`config.mk`:
```
export PLATFORM = sky130hd
export DESIGN_NAME = haar_feature_enumerator
export DESIGN_NICKNAME = d
export VERILOG_FILES = /design/src/hw/rtl/hfe_pkg.sv /design/src/hw/rtl/hfe_ctrl.sv /design/src/hw/rtl/hfe_dp.sv /design/src/hw/rtl/haar_feature_enumerator.sv
export VERILOG_INCLUDE_DIRS = /design/src /design/src/hw/rtl
export SDC_FILE = /design/constraint.sdc
export NUM_CORES = 1
export LEC_CHECK = 0
export BUFFER_PORTS_ARGS = -buffer_cell sky130_fd_sc_hd__buf_2
export CAP_MARGIN = 0
export CORE_ASPECT_RATIO = 1.25
export CORE_MARGIN = 2
export CORE_UTILIZATION = 23
export DETAILED_ROUTE_END_ITERATION = 16
export SLEW_MARGIN = 20
export SYNTH_ARGS = -nofsm -noshare
export SYNTH_HDL_FRONTEND = slang
export SYNTH_SLANG_ARGS = --single-unit
```
`constraint.sdc`:
```
create_clock -name clk_i -period 9.7 [get_ports clk_i]
set_input_delay 0.97 -clock clk_i [delete_from_list [all_inputs] [get_ports clk_i]]
set_output_delay 0.97 -clock clk_i [all_outputs]
set_load 0.005 [all_outputs]
```
`src/hw/rtl/haar_feature_enumerator_assert.svh`:
```
// Assertion macros for the Haar feature enumerator, clocked on clk_i and reset by rst_ni
`ifndef HAAR_FEATURE_ENUMERATOR_ASSERT_SVH
`define HAAR_FEATURE_ENUMERATOR_ASSERT_SVH

`ifndef ASSERT_OFF

// Same-cycle implication
`define HFE_ASSERT_IMPLY(lbl, ante, cons, msg) \
  lbl: assert property (@(posedge clk_i) disable iff (!rst_ni) (ante) |-> (cons)) \
    else $error(msg);

// Next-cycle implication
`define HFE_ASSERT_NEXT(lbl, ante, cons, msg) \
  lbl: assert property (@(posedge clk_i) disable iff (!rst_ni) (ante) |=> (cons)) \
    else $error(msg);

`else

`define HFE_ASSERT_IMPLY(lbl, ante, cons, msg)
`define HFE_ASSERT_NEXT(lbl, ante, cons, msg)

`endif

`endif

```
`src/hw/rtl/hfe_pkg.sv`:
```
// Shared types, constants and helper functions of the Haar feature enumerator
`timescale 1ns / 1ps

package hfe_pkg;

  // Window geometry
  localparam int unsigned MaxWindow = 64;
  localparam int unsigned CoordW    = $clog2(MaxWindow);
  localparam int unsigned DimW      = CoordW + 1;
  localparam int unsigned NumFam    = 5;
  localparam int unsigned KeepW     = 4;

  typedef logic [DimW-1:0]   dim_t;
  typedef logic [CoordW-1:0] coord_t;

  // Keep one candidate in ten, at count five
  localparam logic [KeepW-1:0] KeepHit  = KeepW'(5);
  localparam logic [KeepW-1:0] KeepLast = KeepW'(9);

  // Feature families; FamNone marks the end of the walk
  typedef enum logic [2:0] {
    FamH2   = 3'd0,
    FamV2   = 3'd1,
    FamH3   = 3'd2,
    FamV3   = 3'd3,
    FamQuad = 3'd4,
    FamNone = 3'd5
  } fam_e;

  // Configuration register indexes
  typedef enum logic [2:0] {
    CfgWinW  = 3'd0,
    CfgWinH  = 3'd1,
    CfgMinW  = 3'd2,
    CfgMinH  = 3'd3,
    CfgMaxW  = 3'd4,
    CfgMaxH  = 3'd5,
    CfgFamEn = 3'd6
  } cfg_idx_e;

  // Reset values of the configuration registers
  localparam dim_t       WinWRst  = dim_t'(24);
  localparam dim_t       WinHRst  = dim_t'(24);
  localparam dim_t       MinWRst  = dim_t'(1);
  localparam dim_t       MinHRst  = dim_t'(1);
  localparam dim_t       MaxWRst  = dim_t'(24);
  localparam dim_t       MaxHRst  = dim_t'(24);
  localparam logic [2:0] FamEnRst = 3'b111;

  // Rectangle weights
  localparam logic signed [1:0] WZero = 2'sb00;
  localparam logic signed [1:0] WPos  = 2'sb01;
  localparam logic signed [1:0] WNeg  = 2'sb11;
  localparam logic signed [1:0] WDbl  = 2'sb10;

  typedef enum logic [2:0] {
    SIdle,
    SInit,
    SSeek,
    SPrep,
    SEmit
  } state_e;

  // Live limits derived from the configuration registers
  typedef struct packed {
    dim_t            ww;
    dim_t            wh;
    dim_t            mw;
    dim_t            mh;
    logic [2:0][DimW-1:0] rmw;  // rounded min width for steps 1, 2, 3
    logic [2:0][DimW-1:0] rmh;  // rounded min height for steps 1, 2, 3
    logic [2:0]      fam_en;
  } lim_t;

  // Controller to datapath
  typedef struct packed {
    logic restart;
    logic step;
    logic prep;
    logic emit_rect;
    logic emit_mark;
  } cmd_t;

  // Datapath to controller
  typedef struct packed {
    logic finished;
    logic cand;
    logic kept;
    logic slot_free;
    logic rect_last;
  } sts_t;

  // One result item
  typedef struct packed {
    logic [2:0]        family;
    coord_t            left;
    coord_t            top;
    coord_t            right;
    coord_t            bottom;
    logic signed [1:0] weight;
    logic              last_rect;
    logic              exhausted;
  } out_t;

  function automatic logic [1:0] step_w(fam_e f);
    case (f)
      FamH2:   return 2'd2;
      FamV2:   return 2'd1;
      FamH3:   return 2'd3;
      FamV3:   return 2'd1;
      FamQuad: return 2'd2;
      default: return 2'd1;
    endcase
  endfunction

  function automatic logic [1:0] step_h(fam_e f);
    case (f)
      FamH2:   return 2'd1;
      FamV2:   return 2'd2;
      FamH3:   return 2'd1;
      FamV3:   return 2'd3;
      FamQuad: return 2'd2;
      default: return 2'd1;
    endcase
  endfunction

  function automatic logic fam_on(fam_e f, logic [2:0] en);
    case (f)
      FamH2, FamV2: return en[0];
      FamH3, FamV3: return en[1];
      FamQuad:      return en[2];
      default:      return 1'b0;
    endcase
  endfunction

  // First enabled family at or after from
  function automatic fam_e next_family(logic [2:0] from, logic [2:0] en);
    fam_e res;
    logic found;
    res   = FamNone;
    found = 1'b0;
    for (int i = 0; i < NumFam; i++) begin
      if (!found && (3'(i) >= from) && fam_on(fam_e'(3'(i)), en)) begin
        res   = fam_e'(3'(i));
        found = 1'b1;
      end
    end
    return res;
  endfunction

  // Divide by three: reciprocal multiply with one correction, exact below 128
  function automatic dim_t div3(dim_t v);
    logic [DimW+7:0] prod;
    dim_t q;
    dim_t r;
    prod = (DimW+8)'(v) * (DimW+8)'(171);
    q    = dim_t'(prod >> 9);
    r    = v - dim_t'({q, 1'b0}) - q;
    if (r >= dim_t'(3)) begin
      q = q + dim_t'(1);
    end
    return q;
  endfunction

  // Round down to the step, raise zero to the step
  function automatic dim_t round_min(dim_t v, logic [1:0] step);
    dim_t r;
    case (step)
      2'd2:    r = {v[DimW-1:1], 1'b0};
      2'd3:    r = dim_t'({div3(v), 1'b0}) + div3(v);
      default: r = v;
    endcase
    if (r == '0) begin
      r = dim_t'(step);
    end
    return r;
  endfunction

  function automatic dim_t lim_min(dim_t a, dim_t b);
    return (a > b) ? b : a;
  endfunction

  // Build the limit set from raw register values
  function automatic lim_t make_lim(dim_t win_w, dim_t win_h, dim_t min_w, dim_t min_h,
                                    dim_t max_w, dim_t max_h, logic [2:0] en);
    lim_t l;
    l.ww     = lim_min(win_w, dim_t'(MaxWindow));
    l.wh     = lim_min(win_h, dim_t'(MaxWindow));
    l.mw     = lim_min(max_w, l.ww);
    l.mh     = lim_min(max_h, l.wh);
    l.rmw[0] = round_min(min_w, 2'd1);
    l.rmw[1] = round_min(min_w, 2'd2);
    l.rmw[2] = round_min(min_w, 2'd3);
    l.rmh[0] = round_min(min_h, 2'd1);
    l.rmh[1] = round_min(min_h, 2'd2);
    l.rmh[2] = round_min(min_h, 2'd3);
    l.fam_en = en;
    return l;
  endfunction

endpackage

```
`src/hw/rtl/hfe_ctrl.sv`:
```
// Controller state machine: request handshake, candidate walk and rectangle emission
`timescale 1ns / 1ps

module hfe_ctrl (
  input  logic          clk_i,
  input  logic          rst_ni,
  input  logic          req_valid_i,
  input  logic          req_restart_i,
  output logic          req_ready_o,
  input  hfe_pkg::sts_t sts_i,
  output hfe_pkg::cmd_t cmd_o
);

  hfe_pkg::state_e state_q, state_d;

  // State register
  always_ff @(posedge clk_i or negedge rst_ni) begin
    if (!rst_ni) begin
      state_q <= hfe_pkg::SIdle;
    end else begin
      state_q <= state_d;
    end
  end

  // Next state and commands
  always_comb begin
    state_d     = state_q;
    req_ready_o = 1'b0;
    cmd_o       = '0;
    case (state_q)
      hfe_pkg::SIdle: begin
        req_ready_o = 1'b1;
        if (req_valid_i) begin
          state_d = req_restart_i ? hfe_pkg::SInit : hfe_pkg::SSeek;
        end
      end
      hfe_pkg::SInit: begin
        cmd_o.restart = 1'b1;
        state_d       = hfe_pkg::SSeek;
      end
      hfe_pkg::SSeek: begin
        if (sts_i.finished) begin
          // Walk over: send the exhausted marker once the slot is free
          if (sts_i.slot_free) begin
            cmd_o.emit_mark = 1'b1;
            state_d         = hfe_pkg::SIdle;
          end
        end else begin
          cmd_o.step = 1'b1;
          if (sts_i.cand && sts_i.kept) begin
            state_d = hfe_pkg::SPrep;
          end
        end
      end
      hfe_pkg::SPrep: begin
        cmd_o.prep = 1'b1;
        state_d    = hfe_pkg::SEmit;
      end
      hfe_pkg::SEmit: begin
        if (sts_i.slot_free) begin
          cmd_o.emit_rect = 1'b1;
          if (sts_i.rect_last) begin
            state_d = hfe_pkg::SIdle;
          end
        end
      end
      default: begin
        state_d = hfe_pkg::SIdle;
      end
    endcase
  end

endmodule

```
`src/hw/rtl/hfe_dp.sv`:
```
// Datapath: walk cursor, kept-feature register, rectangle builder and output register
`timescale 1ns / 1ps

module hfe_dp (
  input  logic          clk_i,
  input  logic          rst_ni,
  input  hfe_pkg::lim_t lim_i,
  input  hfe_pkg::cmd_t cmd_i,
  output hfe_pkg::sts_t sts_o,
  output logic          out_valid_o,
  input  logic          out_ready_i,
  output hfe_pkg::out_t out_data_o
);

  // Cursor state
  hfe_pkg::fam_e              fam_q, fam_d;
  hfe_pkg::dim_t              px_q, px_d, py_q, py_d;
  hfe_pkg::dim_t              cw_q, cw_d, ch_q, ch_d;
  logic [hfe_pkg::KeepW-1:0]  keep_q, keep_d;
  logic                       fin_q, fin_d;

  // Kept feature
  hfe_pkg::fam_e   ffam_q;
  hfe_pkg::coord_t fx_q, fy_q;
  hfe_pkg::dim_t   fw_q, fh_q, fw3_q, fh3_q;
  logic [1:0]      ridx_q;

  // Output register
  logic          ovld_q;
  hfe_pkg::out_t odata_q, rect, mark;

  // Walk helpers
  logic [1:0]    sw, sh;
  hfe_pkg::dim_t rw, rh;
  logic [2:0]    from;
  hfe_pkg::fam_e sfam;
  logic          s_none;
  hfe_pkg::dim_t s_w, s_h;
  logic [hfe_pkg::DimW:0] sum_x, sum_y;
  logic          x_end, y_end, x_out, y_out, cand, kept, slot_free, rect_last;

  // Rectangle arithmetic
  logic [hfe_pkg::DimW:0] x8, y8, w8, h8, w2, h2, w3, h3;
  logic [hfe_pkg::DimW:0] l8, t8, r8, b8;
  logic signed [1:0]      wgt;

  assign sw = hfe_pkg::step_w(fam_q);
  assign sh = hfe_pkg::step_h(fam_q);
  assign rw = lim_i.rmw[sw - 2'd1];
  assign rh = lim_i.rmh[sh - 2'd1];

  // Start of a family: from the first one on restart, else after the current one
  assign from   = cmd_i.restart ? 3'd0 : (3'(fam_q) + 3'd1);
  assign sfam   = hfe_pkg::next_family(from, lim_i.fam_en);
  assign s_none = (sfam == hfe_pkg::FamNone);
  assign s_w    = s_none ? '0 : lim_i.rmw[hfe_pkg::step_w(sfam) - 2'd1];
  assign s_h    = s_none ? '0 : lim_i.rmh[hfe_pkg::step_h(sfam) - 2'd1];

  // Loop bounds of the current cursor
  assign sum_x = {1'b0, px_q} + {1'b0, cw_q};
  assign sum_y = {1'b0, py_q} + {1'b0, ch_q};
  assign x_out = (px_q >= lim_i.ww);
  assign y_out = (py_q >= lim_i.wh);
  assign x_end = (sum_x > {1'b0, lim_i.mw});
  assign y_end = (sum_y > {1'b0, lim_i.mh});
  assign cand  = !fin_q && (fam_q != hfe_pkg::FamNone) && !x_out && !y_out &&
                 !x_end && !y_end;
  assign kept  = (keep_q == hfe_pkg::KeepHit);

  assign slot_free = !ovld_q || out_ready_i;
  assign rect_last = (ffam_q == hfe_pkg::FamQuad) ? (ridx_q == 2'd2) : (ridx_q == 2'd1);

  assign sts_o.finished  = fin_q;
  assign sts_o.cand      = cand;
  assign sts_o.kept      = kept;
  assign sts_o.slot_free = slot_free;
  assign sts_o.rect_last = rect_last;

  // One walk step per cycle while the controller commands a step and the walk is not finished
  always_comb begin
    fam_d  = fam_q;
    px_d   = px_q;
    py_d   = py_q;
    cw_d   = cw_q;
    ch_d   = ch_q;
    keep_d = keep_q;
    fin_d  = fin_q;
    if (cmd_i.restart) begin
      keep_d = '0;
      fin_d  = s_none;
      fam_d  = sfam;
      px_d   = '0;
      py_d   = '0;
      cw_d   = s_w;
      ch_d   = s_h;
    end else if (cmd_i.step && !fin_q) begin
      if (fam_q == hfe_pkg::FamNone) begin
        fin_d = 1'b1;
      end else if (x_out) begin
        // Family done: move to the next enabled one
        fin_d = s_none;
        fam_d = sfam;
        px_d  = '0;
        py_d  = '0;
        cw_d  = s_w;
        ch_d  = s_h;
      end else if (y_out) begin
        px_d = px_q + hfe_pkg::dim_t'(1);
        py_d = '0;
        cw_d = rw;
        ch_d = rh;
      end else if (x_end) begin
        py_d = py_q + hfe_pkg::dim_t'(1);
        cw_d = rw;
        ch_d = rh;
      end else if (y_end) begin
        cw_d = cw_q + hfe_pkg::dim_t'(sw);
        ch_d = rh;
      end else begin
        // Candidate: count it and advance the height
        keep_d = (keep_q == hfe_pkg::KeepLast) ? '0 : keep_q + 1'b1;
        ch_d   = ch_q + hfe_pkg::dim_t'(sh);
      end
    end
  end

  // Cursor registers, reset to the first candidate of the default setup
  always_ff @(posedge clk_i or negedge rst_ni) begin
    if (!rst_ni) begin
      fam_q  <= hfe_pkg::next_family(3'd0, hfe_pkg::FamEnRst);
      px_q   <= '0;
      py_q   <= '0;
      cw_q   <= hfe_pkg::round_min(hfe_pkg::MinWRst,
                  hfe_pkg::step_w(hfe_pkg::next_family(3'd0, hfe_pkg::FamEnRst)));
      ch_q   <= hfe_pkg::round_min(hfe_pkg::MinHRst,
                  hfe_pkg::step_h(hfe_pkg::next_family(3'd0, hfe_pkg::FamEnRst)));
      keep_q <= '0;
      fin_q  <= 1'b0;
    end else begin
      fam_q  <= fam_d;
      px_q   <= px_d;
      py_q   <= py_d;
      cw_q   <= cw_d;
      ch_q   <= ch_d;
      keep_q <= keep_d;
      fin_q  <= fin_d;
    end
  end

  // Capture the kept feature, then its thirds
  always_ff @(posedge clk_i) begin
    if (cmd_i.step && cand && kept) begin
      ffam_q <= fam_q;
      fx_q   <= px_q[hfe_pkg::CoordW-1:0];
      fy_q   <= py_q[hfe_pkg::CoordW-1:0];
      fw_q   <= cw_q;
      fh_q   <= ch_q;
    end
    if (cmd_i.prep) begin
      fw3_q <= hfe_pkg::div3(fw_q);
      fh3_q <= hfe_pkg::div3(fh_q);
    end
  end

  // Rectangle index within the feature
  always_ff @(posedge clk_i or negedge rst_ni) begin
    if (!rst_ni) begin
      ridx_q <= '0;
    end else if (cmd_i.prep) begin
      ridx_q <= '0;
    end else if (cmd_i.emit_rect) begin
      ridx_q <= ridx_q + 2'd1;
    end
  end

  // Corners of the current rectangle
  assign x8 = {2'b00, fx_q};
  assign y8 = {2'b00, fy_q};
  assign w8 = {1'b0, fw_q};
  assign h8 = {1'b0, fh_q};
  assign w2 = w8 >> 1;
  assign h2 = h8 >> 1;
  assign w3 = {1'b0, fw3_q};
  assign h3 = {1'b0, fh3_q};

  always_comb begin
    // Whole box with positive weight by default
    l8  = x8;
    t8  = y8;
    r8  = x8 + w8 - 1'b1;
    b8  = y8 + h8 - 1'b1;
    wgt = hfe_pkg::WPos;
    case (ffam_q)
      hfe_pkg::FamH2: begin
        if (ridx_q == 2'd0) begin
          r8 = x8 + w2 - 1'b1;
        end else begin
          l8  = x8 + w2;
          wgt = hfe_pkg::WNeg;
        end
      end
      hfe_pkg::FamV2: begin
        if (ridx_q == 2'd0) begin
          b8 = y8 + h2 - 1'b1;
        end else begin
          t8  = y8 + h2;
          wgt = hfe_pkg::WNeg;
        end
      end
      hfe_pkg::FamH3: begin
        if (ridx_q != 2'd0) begin
          l8  = x8 + w3;
          r8  = x8 + {w3[hfe_pkg::DimW-1:0], 1'b0} - 1'b1;
          wgt = hfe_pkg::WDbl;
        end
      end
      hfe_pkg::FamV3: begin
        if (ridx_q != 2'd0) begin
          t8  = y8 + h3;
          b8  = y8 + {h3[hfe_pkg::DimW-1:0], 1'b0} - 1'b1;
          wgt = hfe_pkg::WDbl;
        end
      end
      default: begin
        // Four-rect: top-right then bottom-left quarter
        if (ridx_q == 2'd1) begin
          l8  = x8 + w2;
          b8  = y8 + h2 - 1'b1;
          wgt = hfe_pkg::WDbl;
        end else if (ridx_q == 2'd2) begin
          t8  = y8 + h2;
          r8  = x8 + w2 - 1'b1;
          wgt = hfe_pkg::WDbl;
        end
      end
    endcase
    rect.family    = 3'(ffam_q);
    rect.left      = l8[hfe_pkg::CoordW-1:0];
    rect.top       = t8[hfe_pkg::CoordW-1:0];
    rect.right     = r8[hfe_pkg::CoordW-1:0];
    rect.bottom    = b8[hfe_pkg::CoordW-1:0];
    rect.weight    = wgt;
    rect.last_rect = rect_last;
    rect.exhausted = 1'b0;
  end

  // Exhausted marker: zero coordinates and weight, last and exhausted set
  always_comb begin
    mark           = '0;
    mark.weight    = hfe_pkg::WZero;
    mark.last_rect = 1'b1;
    mark.exhausted = 1'b1;
  end

  // Output register: load a rectangle or the marker, drop on transfer
  always_ff @(posedge clk_i or negedge rst_ni) begin
    if (!rst_ni) begin
      ovld_q <= 1'b0;
    end else if (cmd_i.emit_rect || cmd_i.emit_mark) begin
      ovld_q <= 1'b1;
    end else if (out_ready_i) begin
      ovld_q <= 1'b0;
    end
  end

  always_ff @(posedge clk_i) begin
    if (cmd_i.emit_mark) begin
      odata_q <= mark;
    end else if (cmd_i.emit_rect) begin
      odata_q <= rect;
    end
  end

  assign out_valid_o = ovld_q;
  assign out_data_o  = odata_q;

endmodule

```
`src/hw/rtl/haar_feature_enumerator.sv`:
```
// Flow: a request is taken in SIdle, passes through SInit on restart, then SSeek walks the
// candidates and loop boundaries, SPrep prepares the kept feature and SEmit sends its rectangles.
// Only one request is in flight; a running walk covers ten candidates per kept feature,
// plus the loop boundaries crossed, and SEmit waits for a free output slot.
// When the walk is over, SSeek loads the exhausted marker once the output slot is free.
// Reset (asynchronous, active low) restores the default configuration and the first candidate.
`timescale 1ns / 1ps

`include "haar_feature_enumerator_assert.svh"

module haar_feature_enumerator (
  input  logic        clk_i,
  input  logic        rst_ni,
  // Configuration write port
  input  logic        cfg_we_i,
  input  logic [2:0]  cfg_idx_i,
  input  logic [6:0]  cfg_wdata_i,
  // Request stream
  input  logic        s_axis_tvalid_i,
  output logic        s_axis_tready_o,
  input  logic [7:0]  s_axis_tdata_i,   // [0] restart, [7:1] zero
  // Result stream
  output logic        m_axis_tvalid_o,
  input  logic        m_axis_tready_i,
  output logic [31:0] m_axis_tdata_o,   // [2:0] family, [8:3] rect_left, [14:9] rect_top,
                                        // [20:15] rect_right, [26:21] rect_bottom,
                                        // [28:27] weight, [31:29] zero
  output logic        m_axis_tlast_o,   // last_rect
  output logic        m_axis_tuser_o    // exhausted
);

  hfe_pkg::dim_t win_w_q, win_h_q, min_w_q, min_h_q, max_w_q, max_h_q;
  logic [2:0]    fam_en_q;
  hfe_pkg::lim_t lim_q;
  hfe_pkg::cmd_t cmd;
  hfe_pkg::sts_t sts;
  hfe_pkg::out_t odata;

  // Configuration registers
  always_ff @(posedge clk_i or negedge rst_ni) begin
    if (!rst_ni) begin
      win_w_q  <= hfe_pkg::WinWRst;
      win_h_q  <= hfe_pkg::WinHRst;
      min_w_q  <= hfe_pkg::MinWRst;
      min_h_q  <= hfe_pkg::MinHRst;
      max_w_q  <= hfe_pkg::MaxWRst;
      max_h_q  <= hfe_pkg::MaxHRst;
      fam_en_q <= hfe_pkg::FamEnRst;
    end else if (cfg_we_i) begin
      case (hfe_pkg::cfg_idx_e'(cfg_idx_i))
        hfe_pkg::CfgWinW:  win_w_q  <= cfg_wdata_i;
        hfe_pkg::CfgWinH:  win_h_q  <= cfg_wdata_i;
        hfe_pkg::CfgMinW:  min_w_q  <= cfg_wdata_i;
        hfe_pkg::CfgMinH:  min_h_q  <= cfg_wdata_i;
        hfe_pkg::CfgMaxW:  max_w_q  <= cfg_wdata_i;
        hfe_pkg::CfgMaxH:  max_h_q  <= cfg_wdata_i;
        hfe_pkg::CfgFamEn: fam_en_q <= cfg_wdata_i[2:0];
        default: ;
      endcase
    end
  end

  // Clamped and rounded limits, registered from the configuration registers
  always_ff @(posedge clk_i or negedge rst_ni) begin
    if (!rst_ni) begin
      lim_q <= hfe_pkg::make_lim(hfe_pkg::WinWRst, hfe_pkg::WinHRst, hfe_pkg::MinWRst,
                                 hfe_pkg::MinHRst, hfe_pkg::MaxWRst, hfe_pkg::MaxHRst,
                                 hfe_pkg::FamEnRst);
    end else begin
      lim_q <= hfe_pkg::make_lim(win_w_q, win_h_q, min_w_q, min_h_q, max_w_q, max_h_q,
                                 fam_en_q);
    end
  end

  hfe_ctrl u_ctrl (
    .clk_i         (clk_i),
    .rst_ni        (rst_ni),
    .req_valid_i   (s_axis_tvalid_i),
    .req_restart_i (s_axis_tdata_i[0]),
    .req_ready_o   (s_axis_tready_o),
    .sts_i         (sts),
    .cmd_o         (cmd)
  );

  hfe_dp u_dp (
    .clk_i       (clk_i),
    .rst_ni      (rst_ni),
    .lim_i       (lim_q),
    .cmd_i       (cmd),
    .sts_o       (sts),
    .out_valid_o (m_axis_tvalid_o),
    .out_ready_i (m_axis_tready_i),
    .out_data_o  (odata)
  );

  // Pack the result fields
  assign m_axis_tdata_o = {3'b000, odata.weight, odata.bottom, odata.right, odata.top,
                           odata.left, odata.family};
  assign m_axis_tlast_o = odata.last_rect;
  assign m_axis_tuser_o = odata.exhausted;

  // Checks
  `HFE_ASSERT_IMPLY(a_mark_last, m_axis_tvalid_o && m_axis_tuser_o,
                    m_axis_tlast_o, "exhausted marker without tlast")
  `HFE_ASSERT_IMPLY(a_mark_zero, m_axis_tvalid_o && m_axis_tuser_o,
                    m_axis_tdata_o == '0, "exhausted marker carries data")
  `HFE_ASSERT_NEXT(a_one_req, s_axis_tvalid_i && s_axis_tready_o,
                   !s_axis_tready_o, "second request taken while busy")
  `HFE_ASSERT_IMPLY(a_rect_weight, m_axis_tvalid_o && !m_axis_tuser_o,
                    m_axis_tdata_o[28:27] != 2'b00, "rectangle with zero weight")

endmodule
```
==> metrics.yaml <==
synth_mux_area_share_pct: 4.870
synthToLayoutAreaGrowth_pct: 12.12
clk_pin_slew_ns: 0.06
slew_viol_final: 0
hp-class: "flop to flop"
r2r_setup_slack_ns: 0.62
wl_met3_um: 2012
fin_cells: 3469
vias_per_cell: 4.439
status: "finished, final reports clean"
synthAdderAreaFrac_pct: 26.45
antenna_found_initial: 9
finish.utilization_pct: 25.99
totalWireLength_um: 45640
initial_core_util_pct: 23.18
wl_per_cell_um: 13.16
max_freq_ghz: 0.1102
die_x_um: 273.2
grt_start_max_net_pins: 88
met2WireLength_um: 22200
track_usage_pct: 9.902
final_hold_viol_count: 0
dp_hpwl_um: 36240
critPathMaxStageDelay_ns: 0.59
end_kind: "flop"
min_period_ns: 9.076
crit_required_ns: 10.19
nets: 2684
cp_slowest_cell: "or4_1"
port_buffers: 48
synth_compound_area_share_pct: 15.22
tightest_slew_ns: 1.055
synth_seq_cells: 230
dp.cells: 3418
drv_cap: 0
synth_seq_area_share_pct: 28.07
cts-hold-fix-buffers: 0
vias: 15400
ant_nets: 0
postSynthCellCount: 2236
cts_buffers: 27
arrival_ns: 9.56
firstDrtPassIters: 6
rsz0062_at_grt: "false"
cts-root-buf: "clkbuf_16"
rr_worst_depth: 35
cts_tree: "done"
synthXorXnorAreaFrac_pct: 6.330
critPathLaunchType: "flop"
r2r-end: "lim_q[17]"
syn-cell-area_mm2: 0.02083
drive_above_1_share_pct: 10.92
grt_pass1_vias: 15300
drt_iter0_drc: 751
slew-limit-headroom_pct: 29.14
crit_type: "flop to flop"
top_level_ports: 59
async_flop_share_pct: 68.70
drc: 0
hold_end: "lim_q[0]"
fin_area_mm2: 0.02336
hp-start: "fam_en_q[0]"
hold_depth: 0
insertion_delay_ns: 0.56
synth_warnings: 0
coreArea_mm2: 0.08988
avgSynthCellArea_um2: 9.318
htree_levels: 1
setup_viol: 0
synth.distinct_cells: 97
synth_edf_count: 41
fin_crit_sh_pct: 93.57
synth_flop_cell: "dfrtp_1"
grt_overflow: 0
cts_buffer_depth: 3
synthSimpleGateAreaFrac_pct: 12.58
clock_skew_ns: 0.02460
die_h_um: 340.5
nFillCells: 9656
place_congestion: 0.8188
synth_top_family_by_area: "adder cells"
maxUsedRoutingLayer: "met5"
placed_area_mm2: 0.02245
wl_met1_um: 20270
numClockSinks: 230
crit_fanout: 10
finalSetupTns_ns: 0
die-area_mm2: 0.09302
rows: 123
grt_pass1_wl_um: 77450
timing.rr.start: "min_h_q[5]"
[area by class of cell]
cell class	instances	area, µm²	area share (%)
flip-flops and latches	230	5848	25.03
inverters	277	1040	4.451
multi-input cells	1656	13690	58.61
clock inverters	12	92.59	0.3963
diodes	1	2.502	0.01071
clock buffers	37	795.8	3.406
repair buffers	69	404.1	1.730
well taps	1187	1485	6.357
[flip-flops by register name, indices dropped and copies added, names as in the netlist, 7 cells and up]
name / count
max_h_q: 7
lim_q: 71
min_h_q: 7
min_w_q: 7
u_dp.ch_q: 7
win_w_q: 7
u_dp.out_data_o: 31
u_dp.py_q: 7
u_dp.fw_q: 7
max_w_q: 7
u_dp.fh_q: 7
u_dp.cw_q: 7
win_h_q: 7
u_dp.px_q: 7
[cells by family after synthesis]
group | count (synthesis)
other | 1
muxes | 95
adders and majority gates | 401
buffers and inverters | 352
xor gates and xnor gates | 148
AOI/OAI and AO/OA | 478
and+or+nand+nor | 531
DFF | 230
[cells in the final DEF, fill, tap and decap left out, drive strengths merged, types with 15 or more instances in the layout]
| cell type | count |
|---|---|
| clkbuf | 37 |
| o211ai | 17 |
| buf | 69 |
| ha | 334 |
| xor2 | 52 |
| a21oi | 140 |
| dfrtp | 124 |
| o21ai | 88 |
| o21a | 20 |
| o21bai | 22 |
| dfxtp | 31 |
| nand2 | 139 |
| fa | 66 |
| or2 | 15 |
| dfstp | 34 |
| a21o | 46 |
| mux2 | 51 |
| inv | 283 |
| a211oi | 35 |
| nor2b | 26 |
| nor3 | 33 |
| edfxtp | 41 |
| nor2 | 163 |
| nand3 | 38 |
| and2 | 16 |
| a31oi | 20 |
| xnor2 | 95 |
| mux2i | 44 |
| nand2b | 19 |
[worst max path at each step]
stage | from | endpoint | slack, ns | cells after the start
after global routing | min_w_q[5] | lim_q[38] | 0.02 | 33
after detailed placement | min_h_q[5] | lim_q[17] | 0.56 | 35
after floorplan | min_h_q[6] | lim_q[18] | 1.19 | 34
after CTS | min_h_q[5] | lim_q[17] | 0.51 | 35
final | min_h_q[5] | lim_q[17] | 0.62 | 35
after global placement | min_h_q[5] | lim_q[18] | 0.61 | 35
[synth_stat cells, drive strengths merged (8+ instances only)]
library cell  instances  share of area, %
ha                  334                20
inv                 277               5.0
nor2                163               2.9
a21oi               140               3.4
nand2               139               2.5
dfrtp               124                15
xnor2                95               4.0
o21ai                88               2.1
fa                   66               6.3
clkbuf               62               1.1
xor2                 52               2.2
mux2                 51               2.8
a21o                 46               1.7
mux2i                44               2.1
edfxtp               41               5.9
nand3                38              0.94
a211oi               35               1.3
dfstp                34               4.3
nor3                 33              0.84
dfxtp                31               3.0
nor2b                26              0.78
o21bai               22              0.81
a31oi                20              0.60
o21a                 20              0.72
nand2b               19              0.57
o211ai               17              0.64
and2                 16              0.52
or2                  15              0.45
nor3b                14              0.61
buf                  13              0.36
nand4                13              0.39
and3                 10              0.30
a221oi                9              0.46
or3                   9              0.27
nor4                  8              0.24
o22ai                 8              0.27
or4                   8              0.29
[critical path, delay by kind of cell (launching register included)]
kind / cells / cell delay (ns)
flip-flops: 1 / 0.51
buffers and inverters: 6 / 0.50
adder cells (fa/ha/maj): 9 / 2.95
AO/OA/AOI/OAI: 7 / 1.70
XOR/XNOR: 4 / 0.74
AND/OR/NAND/NOR: 9 / 2.57
[per-stage QoR]
stage / worst slack, ns / hold slack, ns
6_report: 0.6238 / 0.3476
5_1_grt: 0.01787 / 0.3638
4_1_cts: 0.5109 / 0.3549
3_5_place_dp: 0.5563 / 0.3580
3_3_place_gp: 0.6144 / 0.3559
2_1_floorplan: 1.187 / 0.3518
[per-layer routing]
layer,global-route usage (%),vias up
met5,0,-
met4,2.721,16
met3,1.513,75
met2,17.53,231
met1,12.40,7238
li1,-,7839
[what timing repair did]
action	in CTS	in global routing
endpoints found under the setup margin	0	4
setup buffers	0	1
gates resized for setup	0	2
Power is left out: the tool's default activity adds up to more than one toggle a clock period on the data nets, which glitch-free logic cannot reach.
